<file path="src/rtl/positional_list_engine_top_assert.svh">
// Assertion macros shared by the list engine modules.
`ifndef POSITIONAL_LIST_ENGINE_TOP_ASSERT_SVH
`define POSITIONAL_LIST_ENGINE_TOP_ASSERT_SVH

`ifndef ASSERT_OFF
`define PLE_ASSERT(name, prop) \
  name: assert property (@(posedge clk) disable iff (!rst_n) prop) \
    else $error("list engine check failed");
`define PLE_ASSERT_NEXT(name, trig, prop) \
  name: assert property (@(posedge clk) disable iff (!rst_n) (trig) |=> (prop)) \
    else $error("list engine sequence check failed");
`else
`define PLE_ASSERT(name, prop)
`define PLE_ASSERT_NEXT(name, trig, prop)
`endif

`endif

</file>
<file path="src/rtl/ple_pkg.sv">
package ple_pkg;

  localparam int DEPTH   = 64;
  localparam int ENTRY_W = 32;
  localparam int ADDR_W  = $clog2(DEPTH);
  localparam int CNT_W   = $clog2(DEPTH + 1);
  localparam int CFG_W   = 7;
  localparam int POS_W   = 7;
  localparam int VAL_W   = 32;

  localparam logic [CFG_W-1:0] LIMIT_RST = CFG_W'(64);

  typedef enum logic [2:0] {
    ACT_INSERT    = 3'd0,
    ACT_APPEND    = 3'd1,
    ACT_REMOVE    = 3'd2,
    ACT_REM_LAST  = 3'd3,
    ACT_READ      = 3'd4,
    ACT_READ_LAST = 3'd5,
    ACT_CLEAR     = 3'd6
  } action_t;

  typedef enum logic [1:0] {
    ST_OK    = 2'd0,
    ST_RANGE = 2'd1,
    ST_FULL  = 2'd2,
    ST_EMPTY = 2'd3
  } status_t;

  typedef enum logic [2:0] {
    OP_NONE,
    OP_PLACE,
    OP_TAKE,
    OP_READ,
    OP_CLEAR
  } op_t;

  typedef struct packed {
    action_t          action;
    logic [POS_W-1:0] position;
    logic [VAL_W-1:0] entry_value;
  } in_word_t;

  typedef struct packed {
    logic [VAL_W-1:0] read_value;
    status_t          status;
    logic [CNT_W-1:0] entry_count;
    logic             is_empty;
  } out_word_t;

  typedef struct packed {
    logic load_req;
    logic eval;
    logic rd_up;
    logic wr_up;
    logic place;
    logic rd_dn;
    logic wr_dn;
    logic take_done;
    logic rd_at;
    logic clr;
    logic load_out;
  } dp_cmd_t;

  typedef struct packed {
    op_t  op;
    logic up_done;
    logic dn_done;
  } dp_sts_t;

endpackage

</file>
<file path="src/rtl/positional_list_engine_top.sv">
// Ordered list engine: a store of DEPTH entries with insert, append,
// remove, remove-last, read, read-last and clear requests.
// Input channel: in_valid / in_stall / in_word; a word is taken when valid
// is high and stall low. Each request yields exactly one output word on
// out_valid / out_stall / out_word with data, status and entry count.
// cfg_we / cfg_wdata set the capacity limit (reset 64); write while idle.
// Clear, unused actions and refused requests go straight to S_FIN; append
// and read make one store access; insert and remove first shift the
// entries between the position and the end of the list by one place.
// Each entry move is one read and one write of the store, done in
// S_UP_RD/S_UP_WR or S_DN_RD/S_DN_WR. The output word is loaded in S_FIN
// and held in a register, so the next request is accepted while it
// waits. While the receiver stalls a held word, a finished request
// waits and no new one is taken.
// Reset (synchronous, rst_n low) empties the list, drops any pending
// output word and restores the limit; stored entries are not cleared.
module positional_list_engine_top (
  input  logic                      clk,
  input  logic                      rst_n,
  input  logic                      in_valid,
  output logic                      in_stall,
  input  ple_pkg::in_word_t         in_word,
  output logic                      out_valid,
  input  logic                      out_stall,
  output ple_pkg::out_word_t        out_word,
  input  logic                      cfg_we,
  input  logic [ple_pkg::CFG_W-1:0] cfg_wdata
);

  ple_pkg::dp_cmd_t cmd;
  ple_pkg::dp_sts_t sts;

  ple_ctrl u_ctrl (
    .clk       (clk),
    .rst_n     (rst_n),
    .in_valid  (in_valid),
    .in_stall  (in_stall),
    .out_valid (out_valid),
    .out_stall (out_stall),
    .sts       (sts),
    .cmd       (cmd)
  );

  ple_datapath u_dp (
    .clk       (clk),
    .rst_n     (rst_n),
    .cmd       (cmd),
    .sts       (sts),
    .in_word   (in_word),
    .cfg_we    (cfg_we),
    .cfg_wdata (cfg_wdata),
    .out_word  (out_word)
  );

endmodule

</file>
<file path="src/rtl/ple_datapath.sv">
module ple_datapath (
  input  logic                          clk,
  input  logic                          rst_n,
  input  ple_pkg::dp_cmd_t              cmd,
  output ple_pkg::dp_sts_t              sts,
  input  ple_pkg::in_word_t             in_word,
  input  logic                          cfg_we,
  input  logic [ple_pkg::CFG_W-1:0]     cfg_wdata,
  output ple_pkg::out_word_t            out_word
);

  logic [ple_pkg::ENTRY_W-1:0] mem [ple_pkg::DEPTH];

  ple_pkg::in_word_t           req_r;
  ple_pkg::status_t            status_r;
  ple_pkg::status_t            status_nxt;
  ple_pkg::op_t                op_nxt;
  ple_pkg::out_word_t          out_word_r;
  logic [ple_pkg::CNT_W-1:0]   count_r;
  logic [ple_pkg::CNT_W-1:0]   tgt_r;
  logic [ple_pkg::CNT_W-1:0]   tgt_nxt;
  logic [ple_pkg::CNT_W-1:0]   ptr_r;
  logic [ple_pkg::CFG_W-1:0]   limit_r;
  logic [ple_pkg::CNT_W-1:0]   lim;
  logic [ple_pkg::CNT_W-1:0]   pos;
  logic [ple_pkg::CNT_W-1:0]   last;
  logic [ple_pkg::ENTRY_W-1:0] rdata_r;
  logic                        rd_flag_r;
  logic                        full;
  logic                        mem_we;
  logic                        mem_re;
  logic [ple_pkg::ADDR_W-1:0]  waddr;
  logic [ple_pkg::ADDR_W-1:0]  raddr;
  logic [ple_pkg::ENTRY_W-1:0] wdata;
  logic [ple_pkg::CNT_W:0]     ptr_inc;

  assign lim  = (ple_pkg::CNT_W'(limit_r) > ple_pkg::CNT_W'(ple_pkg::DEPTH)) ?
                ple_pkg::CNT_W'(ple_pkg::DEPTH) : ple_pkg::CNT_W'(limit_r);
  assign full = (count_r >= lim);
  assign pos  = ple_pkg::CNT_W'(req_r.position);
  assign last = count_r - 1'b1;

  always_comb begin
    status_nxt = ple_pkg::ST_OK;
    op_nxt     = ple_pkg::OP_NONE;
    tgt_nxt    = pos;
    unique case (req_r.action)
      ple_pkg::ACT_INSERT: begin
        if (pos > count_r) begin
          status_nxt = ple_pkg::ST_RANGE;
        end else if (full) begin
          status_nxt = ple_pkg::ST_FULL;
        end else begin
          op_nxt = ple_pkg::OP_PLACE;
        end
      end
      ple_pkg::ACT_APPEND: begin
        tgt_nxt = count_r;
        if (full) begin
          status_nxt = ple_pkg::ST_FULL;
        end else begin
          op_nxt = ple_pkg::OP_PLACE;
        end
      end
      ple_pkg::ACT_REMOVE: begin
        if (pos >= count_r) begin
          status_nxt = ple_pkg::ST_RANGE;
        end else begin
          op_nxt = ple_pkg::OP_TAKE;
        end
      end
      ple_pkg::ACT_REM_LAST: begin
        tgt_nxt = last;
        if (count_r == '0) begin
          status_nxt = ple_pkg::ST_EMPTY;
        end else begin
          op_nxt = ple_pkg::OP_TAKE;
        end
      end
      ple_pkg::ACT_READ: begin
        if (pos >= count_r) begin
          status_nxt = ple_pkg::ST_RANGE;
        end else begin
          op_nxt = ple_pkg::OP_READ;
        end
      end
      ple_pkg::ACT_READ_LAST: begin
        tgt_nxt = last;
        if (count_r == '0) begin
          status_nxt = ple_pkg::ST_EMPTY;
        end else begin
          op_nxt = ple_pkg::OP_READ;
        end
      end
      ple_pkg::ACT_CLEAR: begin
        op_nxt = ple_pkg::OP_CLEAR;
      end
      default: begin
        op_nxt = ple_pkg::OP_NONE;
      end
    endcase
  end

  assign ptr_inc     = {1'b0, ptr_r} + 1'b1;
  assign sts.op      = op_nxt;
  assign sts.up_done = (ptr_r == tgt_r);
  assign sts.dn_done = (ptr_inc >= {1'b0, count_r});

  assign mem_we = cmd.wr_up | cmd.wr_dn | cmd.place;
  assign mem_re = cmd.rd_up | cmd.rd_dn | cmd.rd_at;
  assign waddr  = cmd.place ? tgt_r[ple_pkg::ADDR_W-1:0] : ptr_r[ple_pkg::ADDR_W-1:0];
  assign wdata  = cmd.place ? req_r.entry_value[ple_pkg::ENTRY_W-1:0] : rdata_r;

  always_comb begin
    priority if (cmd.rd_up) begin
      raddr = ple_pkg::ADDR_W'(ptr_r - 1'b1);
    end else if (cmd.rd_dn) begin
      raddr = ptr_inc[ple_pkg::ADDR_W-1:0];
    end else begin
      raddr = tgt_r[ple_pkg::ADDR_W-1:0];
    end
  end

  always_ff @(posedge clk) begin
    if (mem_we) begin
      mem[waddr] <= wdata;
    end
    if (mem_re) begin
      rdata_r <= mem[raddr];
    end
  end

  always_ff @(posedge clk) begin
    if (!rst_n) begin
      count_r <= '0;
      limit_r <= ple_pkg::LIMIT_RST;
    end else begin
      if (cfg_we) begin
        limit_r <= cfg_wdata;
      end
      priority if (cmd.clr) begin
        count_r <= '0;
      end else if (cmd.place) begin
        count_r <= count_r + 1'b1;
      end else if (cmd.take_done) begin
        count_r <= count_r - 1'b1;
      end
    end
  end

  always_ff @(posedge clk) begin
    if (cmd.load_req) begin
      req_r <= in_word;
    end
    if (cmd.eval) begin
      status_r  <= status_nxt;
      tgt_r     <= tgt_nxt;
      rd_flag_r <= (op_nxt == ple_pkg::OP_READ);
      ptr_r     <= (op_nxt == ple_pkg::OP_PLACE) ? count_r : tgt_nxt;
    end else if (cmd.wr_up) begin
      ptr_r <= ptr_r - 1'b1;
    end else if (cmd.wr_dn) begin
      ptr_r <= ptr_inc[ple_pkg::CNT_W-1:0];
    end
    if (cmd.load_out) begin
      out_word_r.read_value  <= rd_flag_r ? ple_pkg::VAL_W'(rdata_r) : '0;
      out_word_r.status      <= status_r;
      out_word_r.entry_count <= count_r;
      out_word_r.is_empty    <= (count_r == '0);
    end
  end

  assign out_word = out_word_r;

  `include "positional_list_engine_top_assert.svh"

  `PLE_ASSERT(a_count_bound, count_r <= ple_pkg::CNT_W'(ple_pkg::DEPTH))
  `PLE_ASSERT(a_place_room, cmd.place |-> count_r < lim)
  `PLE_ASSERT(a_shift_up_order, cmd.rd_up |-> ptr_r > tgt_r)
  `PLE_ASSERT_NEXT(a_place_count, cmd.place,
                   count_r == ple_pkg::CNT_W'($past(count_r) + 1'b1))

endmodule

</file>
<file path="src/rtl/ple_ctrl.sv">
module ple_ctrl (
  input  logic              clk,
  input  logic              rst_n,
  input  logic              in_valid,
  output logic              in_stall,
  output logic              out_valid,
  input  logic              out_stall,
  input  ple_pkg::dp_sts_t  sts,
  output ple_pkg::dp_cmd_t  cmd
);

  typedef enum logic [2:0] {
    S_IDLE,
    S_EXEC,
    S_UP_RD,
    S_UP_WR,
    S_DN_RD,
    S_DN_WR,
    S_RD,
    S_FIN
  } state_t;

  state_t state_r;
  state_t state_nxt;
  logic   out_valid_r;
  logic   out_free;
  logic   accept;

  assign in_stall = (state_r != S_IDLE);
  assign accept   = in_valid && !in_stall;
  assign out_free = !out_valid_r || !out_stall;

  always_comb begin
    cmd       = '0;
    state_nxt = state_r;
    unique case (state_r)
      S_IDLE: begin
        if (accept) begin
          cmd.load_req = 1'b1;
          state_nxt    = S_EXEC;
        end
      end
      S_EXEC: begin
        cmd.eval = 1'b1;
        unique case (sts.op)
          ple_pkg::OP_PLACE: state_nxt = S_UP_RD;
          ple_pkg::OP_TAKE:  state_nxt = S_DN_RD;
          ple_pkg::OP_READ:  state_nxt = S_RD;
          ple_pkg::OP_CLEAR: begin
            cmd.clr   = 1'b1;
            state_nxt = S_FIN;
          end
          default: state_nxt = S_FIN;
        endcase
      end
      S_UP_RD: begin
        if (sts.up_done) begin
          cmd.place = 1'b1;
          state_nxt = S_FIN;
        end else begin
          cmd.rd_up = 1'b1;
          state_nxt = S_UP_WR;
        end
      end
      S_UP_WR: begin
        cmd.wr_up = 1'b1;
        state_nxt = S_UP_RD;
      end
      S_DN_RD: begin
        if (sts.dn_done) begin
          cmd.take_done = 1'b1;
          state_nxt     = S_FIN;
        end else begin
          cmd.rd_dn = 1'b1;
          state_nxt = S_DN_WR;
        end
      end
      S_DN_WR: begin
        cmd.wr_dn = 1'b1;
        state_nxt = S_DN_RD;
      end
      S_RD: begin
        cmd.rd_at = 1'b1;
        state_nxt = S_FIN;
      end
      S_FIN: begin
        if (out_free) begin
          cmd.load_out = 1'b1;
          state_nxt    = S_IDLE;
        end
      end
      default: state_nxt = S_IDLE;
    endcase
  end

  always_ff @(posedge clk) begin
    if (!rst_n) begin
      state_r     <= S_IDLE;
      out_valid_r <= 1'b0;
    end else begin
      state_r <= state_nxt;
      if (cmd.load_out) begin
        out_valid_r <= 1'b1;
      end else if (!out_stall) begin
        out_valid_r <= 1'b0;
      end
    end
  end

  assign out_valid = out_valid_r;

  `include "positional_list_engine_top_assert.svh"

  `PLE_ASSERT_NEXT(a_accept_exec, accept, state_r == S_EXEC)
  `PLE_ASSERT_NEXT(a_result_shown, cmd.load_out, out_valid_r && state_r == S_IDLE)
  `PLE_ASSERT(a_no_overwrite, (state_r == S_FIN && out_valid_r && out_stall) |-> !cmd.load_out)

endmodule
</file>
<file path="config.mk">
export PLATFORM = sky130hd
export DESIGN_NAME = positional_list_engine_top
export DESIGN_NICKNAME = d
export VERILOG_FILES = /design/src/rtl/ple_pkg.sv /design/src/rtl/positional_list_engine_top.sv /design/src/rtl/ple_datapath.sv /design/src/rtl/ple_ctrl.sv
export VERILOG_INCLUDE_DIRS = /design/src /design/src/rtl
export SDC_FILE = /design/constraint.sdc
export NUM_CORES = 2
export LEC_CHECK = 0
export BUFFER_PORTS_ARGS = -buffer_cell sky130_fd_sc_hd__buf_2
export CAP_MARGIN = 25
export CORE_MARGIN = 3
export CORE_UTILIZATION = 63
export CTS_BUF_LIST = sky130_fd_sc_hd__clkbuf_16
export DETAILED_ROUTE_END_ITERATION = 6
export GPL_TIMING_DRIVEN = 0
export PLACE_DENSITY_LB_ADDON = 0.15
export SKIP_LAST_GASP = 1
export SYNTH_ARGS = -nofsm -noshare
export SYNTH_HDL_FRONTEND = slang
export SYNTH_SLANG_ARGS = --single-unit
</file>
<file path="constraint.sdc">
create_clock -name clk -period 6.8 [get_ports clk]
set_input_delay 1.36 -clock clk [delete_from_list [all_inputs] [get_ports clk]]
set_output_delay 1.36 -clock clk [all_outputs]
set_load 0.05 [all_outputs]
</file>
==> impl_metrics.yaml <==
grt:
  grt_pass1_vias: 55900
  antenna_found_initial: 34
  track_usage_pct: 48.5
  use_met1_pct: 59.8
  met2_usage_pct: 65.0
  overflow: 0
  grt_max_degree: 65
  grt_pass1_wl_um: 460000
  grt.busiest_layer: "met2"
  use_met3_pct: 26.1
status:
  status: "finished with violations"
  violations: "DRC, setup timing"
hold_path:
  hold_end: "u_dp.out_word[8]$_DFFE_PP_"
  hp-class: "reg2reg"
  min-delay-start: "u_dp.status_r[0]$_DFFE_PP_"
  min_path_cells: 0
worst_setup_path:
  cpMostUsedCell: "buf_2"
  reg2reg_slack_ns: -0.29
  crit_required_ns: 7.35
  max_stage_delay_ns: 0.59
  r2r-start: "u_dp.ptr_r[4]$_DFFE_PP_"
  crit_path_start_kind: "flip-flop"
  crit_chain: "buf_2, nand2_1, or2_2, buf_2, o21ai_2, ha_1, a21o_1, a221oi_4, o211a_1, buf_6, o21ai_2, nand2_1, buf_2, clkdlybuf4s15_2, clkbuf_2, a31oi_1, a22oi_2, nand4_1, a22o_1"
  reg2reg_depth: 19
  timing.rr.end: "u_dp.rdata_r[16]$_DFFE_PP_"
  cp_max_fo: 10
  arrival_ns: 7.64
  slowest_stage: "a22oi_2"
  cp-end-kind: "flip-flop"
  crit_type: "reg2reg"
run:
  maxCapViolCount: 0
synth:
  async_flop_share_pct: 0
  syn_inst: 5975
  yosysSeqAreaShare_pct: 75.6
  yosys.cell_types.count: 85
  synthSimpleGateAreaFrac_pct: 10.7
  syn_area_per_cell_um2: 14.6
  synth_compound_area_share_pct: 7.09
  yosys.area_share.xor_xnor_pct: 0.241
  synthAdderAreaFrac_pct: 0.405
  syn_nets: 6054
  synth_warnings: 0
  synth_top_family_by_area: "simple AND/OR/NAND/NOR gates"
  synthMuxAreaShare_pct: 3.70
  synthFlopType: "edfxtp_1"
  ys_ff_latch: 2199
  synth_edf_count: 2181
  synthesis.area_um2: 87100
cells_and_area:
  final_layout_size_suffix_gt1_share_pct: 14.8
  num-nets-final: 6508
  final_common_cell: "edfxtp_1"
  final_cell_mix: "2,181 x edfxtp_1, 1,348 x nand2_1, 324 x nand3_1"
  syn2layout_area_growth_pct: 15.1
  final_core_util_pct: 73.5
floorplanning:
  core_um2: 136000
  io_pins: 98
  rows: 135
  initial_utilization_pct: 63.9
  fp.dieH_um: 378
  die_x_um: 378
  die_area_um2: 143000
clocking:
  worstSkewPairLatency_ns: 0.87
  clk_pin_slew_ns: 0.06
  htree_levels: 4
  clk_path_buf_depth: 3
  numCtsBuffers: 213
  clockRootBuffer: "clkbuf_16"
  cts_tree: "yes"
  cts.sinks: 2199
  hold_buffers: 0
timing:
  max_slew_margin_pct: 14.3
  slew_viol_final: 0
  worst_slack_ns: -0.288
  rsz0062_at_grt: "yes"
  finalSetupViolations: 20
  period_minus_slack_ns: 7.09
  finalHoldViolCount: 0
  worst_slew_pin_slew_ns: 1.29
  period_share_pct: 104
  skew_ns: 0.0495
  timing.fmax_mhz: 141
place:
  numPortBuffers: 96
  gp_congestion: 1.06
  hpwl_um: 237000
drt:
  ant_nets: 0
  vias_per_cell: 7.37
  post-route-drc-count: 108
  wl_per_cell_um: 41.3
  first_iter_violations: 13300
  first_pass_iters: 7
  via_count: 62000
  wl_um: 347000
## per-stage QoR
stage | area, um^2 | worst slack (ns) | std cells | hold WS (ns) | setup TNS [ns]
after floorplan | 87100 | 1.30 | 5975 | 0.400 | 0
after global placement | 89800 | -3.55 | 7852 | 0.403 | -295.20
after detailed placement | 92900 | -1.08 | 7987 | 0.407 | -19.97
after CTS | 100000 | -0.0481 | 8378 | 0.422 | -0.0908
after global routing | 100000 | -0.0932 | 8391 | 0.424 | -0.690
final | 100000 | -0.288 | 8407 | 0.423 | -2.05
## synth_stat cells, types with 48 or more instances
cell type  count  share of area [%]
nor2_1       122               0.53
a21oi_1      248                1.4
edfxtp_1    2181                 75
nor3_1        56               0.32
a211oi_1      84               0.72
nand3_1      325                1.9
buf_2        144               0.83
and3_1        79               0.57
mux2i_1      250                2.9
clkbuf_1     143               0.62
a31oi_1      155                1.1
a22oi_1       48               0.41
o22ai_1       56               0.40
nand2_1     1382                6.0
a32oi_1       69               0.69
## repair_timing
| action | 4_1_cts | 5_1_grt |
|---|---|---|
| pin swaps | 0 | 4 |
| buffers inserted | 0 | 4 |
| resized for setup | 63 | 50 |
| setup endpoints to repair | 32 | 32 |
| cloned | 0 | 0 |
## critical path: cells and delay by family, from the launching register on
kind                     cells  cell delay, ns
AO/OA/AOI/OAI                8            2.42
buffers and inverters        6            2.25
flip-flops                   1            0.42
adder cells (fa/ha/maj)      1            0.29
AND/OR/NAND/NOR              4            1.41
## flip-flops by register name (all words and copies together) (netlist names)
register	cells
u_ctrl.out_valid	1
u_dp.rd_flag_r	1
u_dp.pos	7
u_dp.count_r	7
u_dp.status_r	2
u_dp.limit_r	7
u_ctrl.state_r	3
u_dp.rdata_r	32
u_dp.ptr_r	7
u_dp.mem	2048
u_dp.tgt_r	7
u_dp.req_r	35
u_dp.out_word	42
## logic make-up after synthesis
family	after synthesis
flops	2199
xor+xnor	24
simple gates	2158
compound gates	891
fa+ha+maj	29
mux	283
buf+inv	391
## per-layer routing
metal | share of wire, % | vias up
li1 | - | 23700
met1 | 31 | 30200
met2 | 40 | 6570
met3 | 19 | 1506
met4 | 9.3 | 29
met5 | 0.19 | -
## worst max path at each step
stage,slack [ns],startpoint,endpoint,cells past startpoint
after floorplan,1.30,u_dp.ptr_r[0]$_DFFE_PP_,u_dp.mem[32][0]$_DFFE_PP_,8
after global placement,-3.55,u_dp.ptr_r[6]$_DFFE_PP_,u_dp.mem[32][10]$_DFFE_PP_,7
after global routing,-0.09,u_dp.ptr_r[4]$_DFFE_PP_,u_dp.rdata_r[16]$_DFFE_PP_,19
after detailed placement,-1.08,u_dp.ptr_r[3]$_DFFE_PP_,u_dp.rdata_r[22]$_DFFE_PP_,17
final,-0.29,u_dp.ptr_r[4]$_DFFE_PP_,u_dp.rdata_r[16]$_DFFE_PP_,19
after CTS,-0.05,u_dp.ptr_r[4]$_DFFE_PP_,u_dp.rdata_r[16]$_DFFE_PP_,20
## final cells by class
type                       count  area [um^2]
tap                         1781         2230
clock buffer                 216         5410
clock inverter               177         1400
multi-input combinational   3385        20200
inverter                      20         75.1
buffer                       367         1940
antenna                       19         47.5
sequential                  2199        65900
fill                        8453        36100
timing repair buffer         243         3080
Power is left out: the tool's default activity adds up to more than one toggle a clock period on the data nets, which glitch-free logic cannot reach.
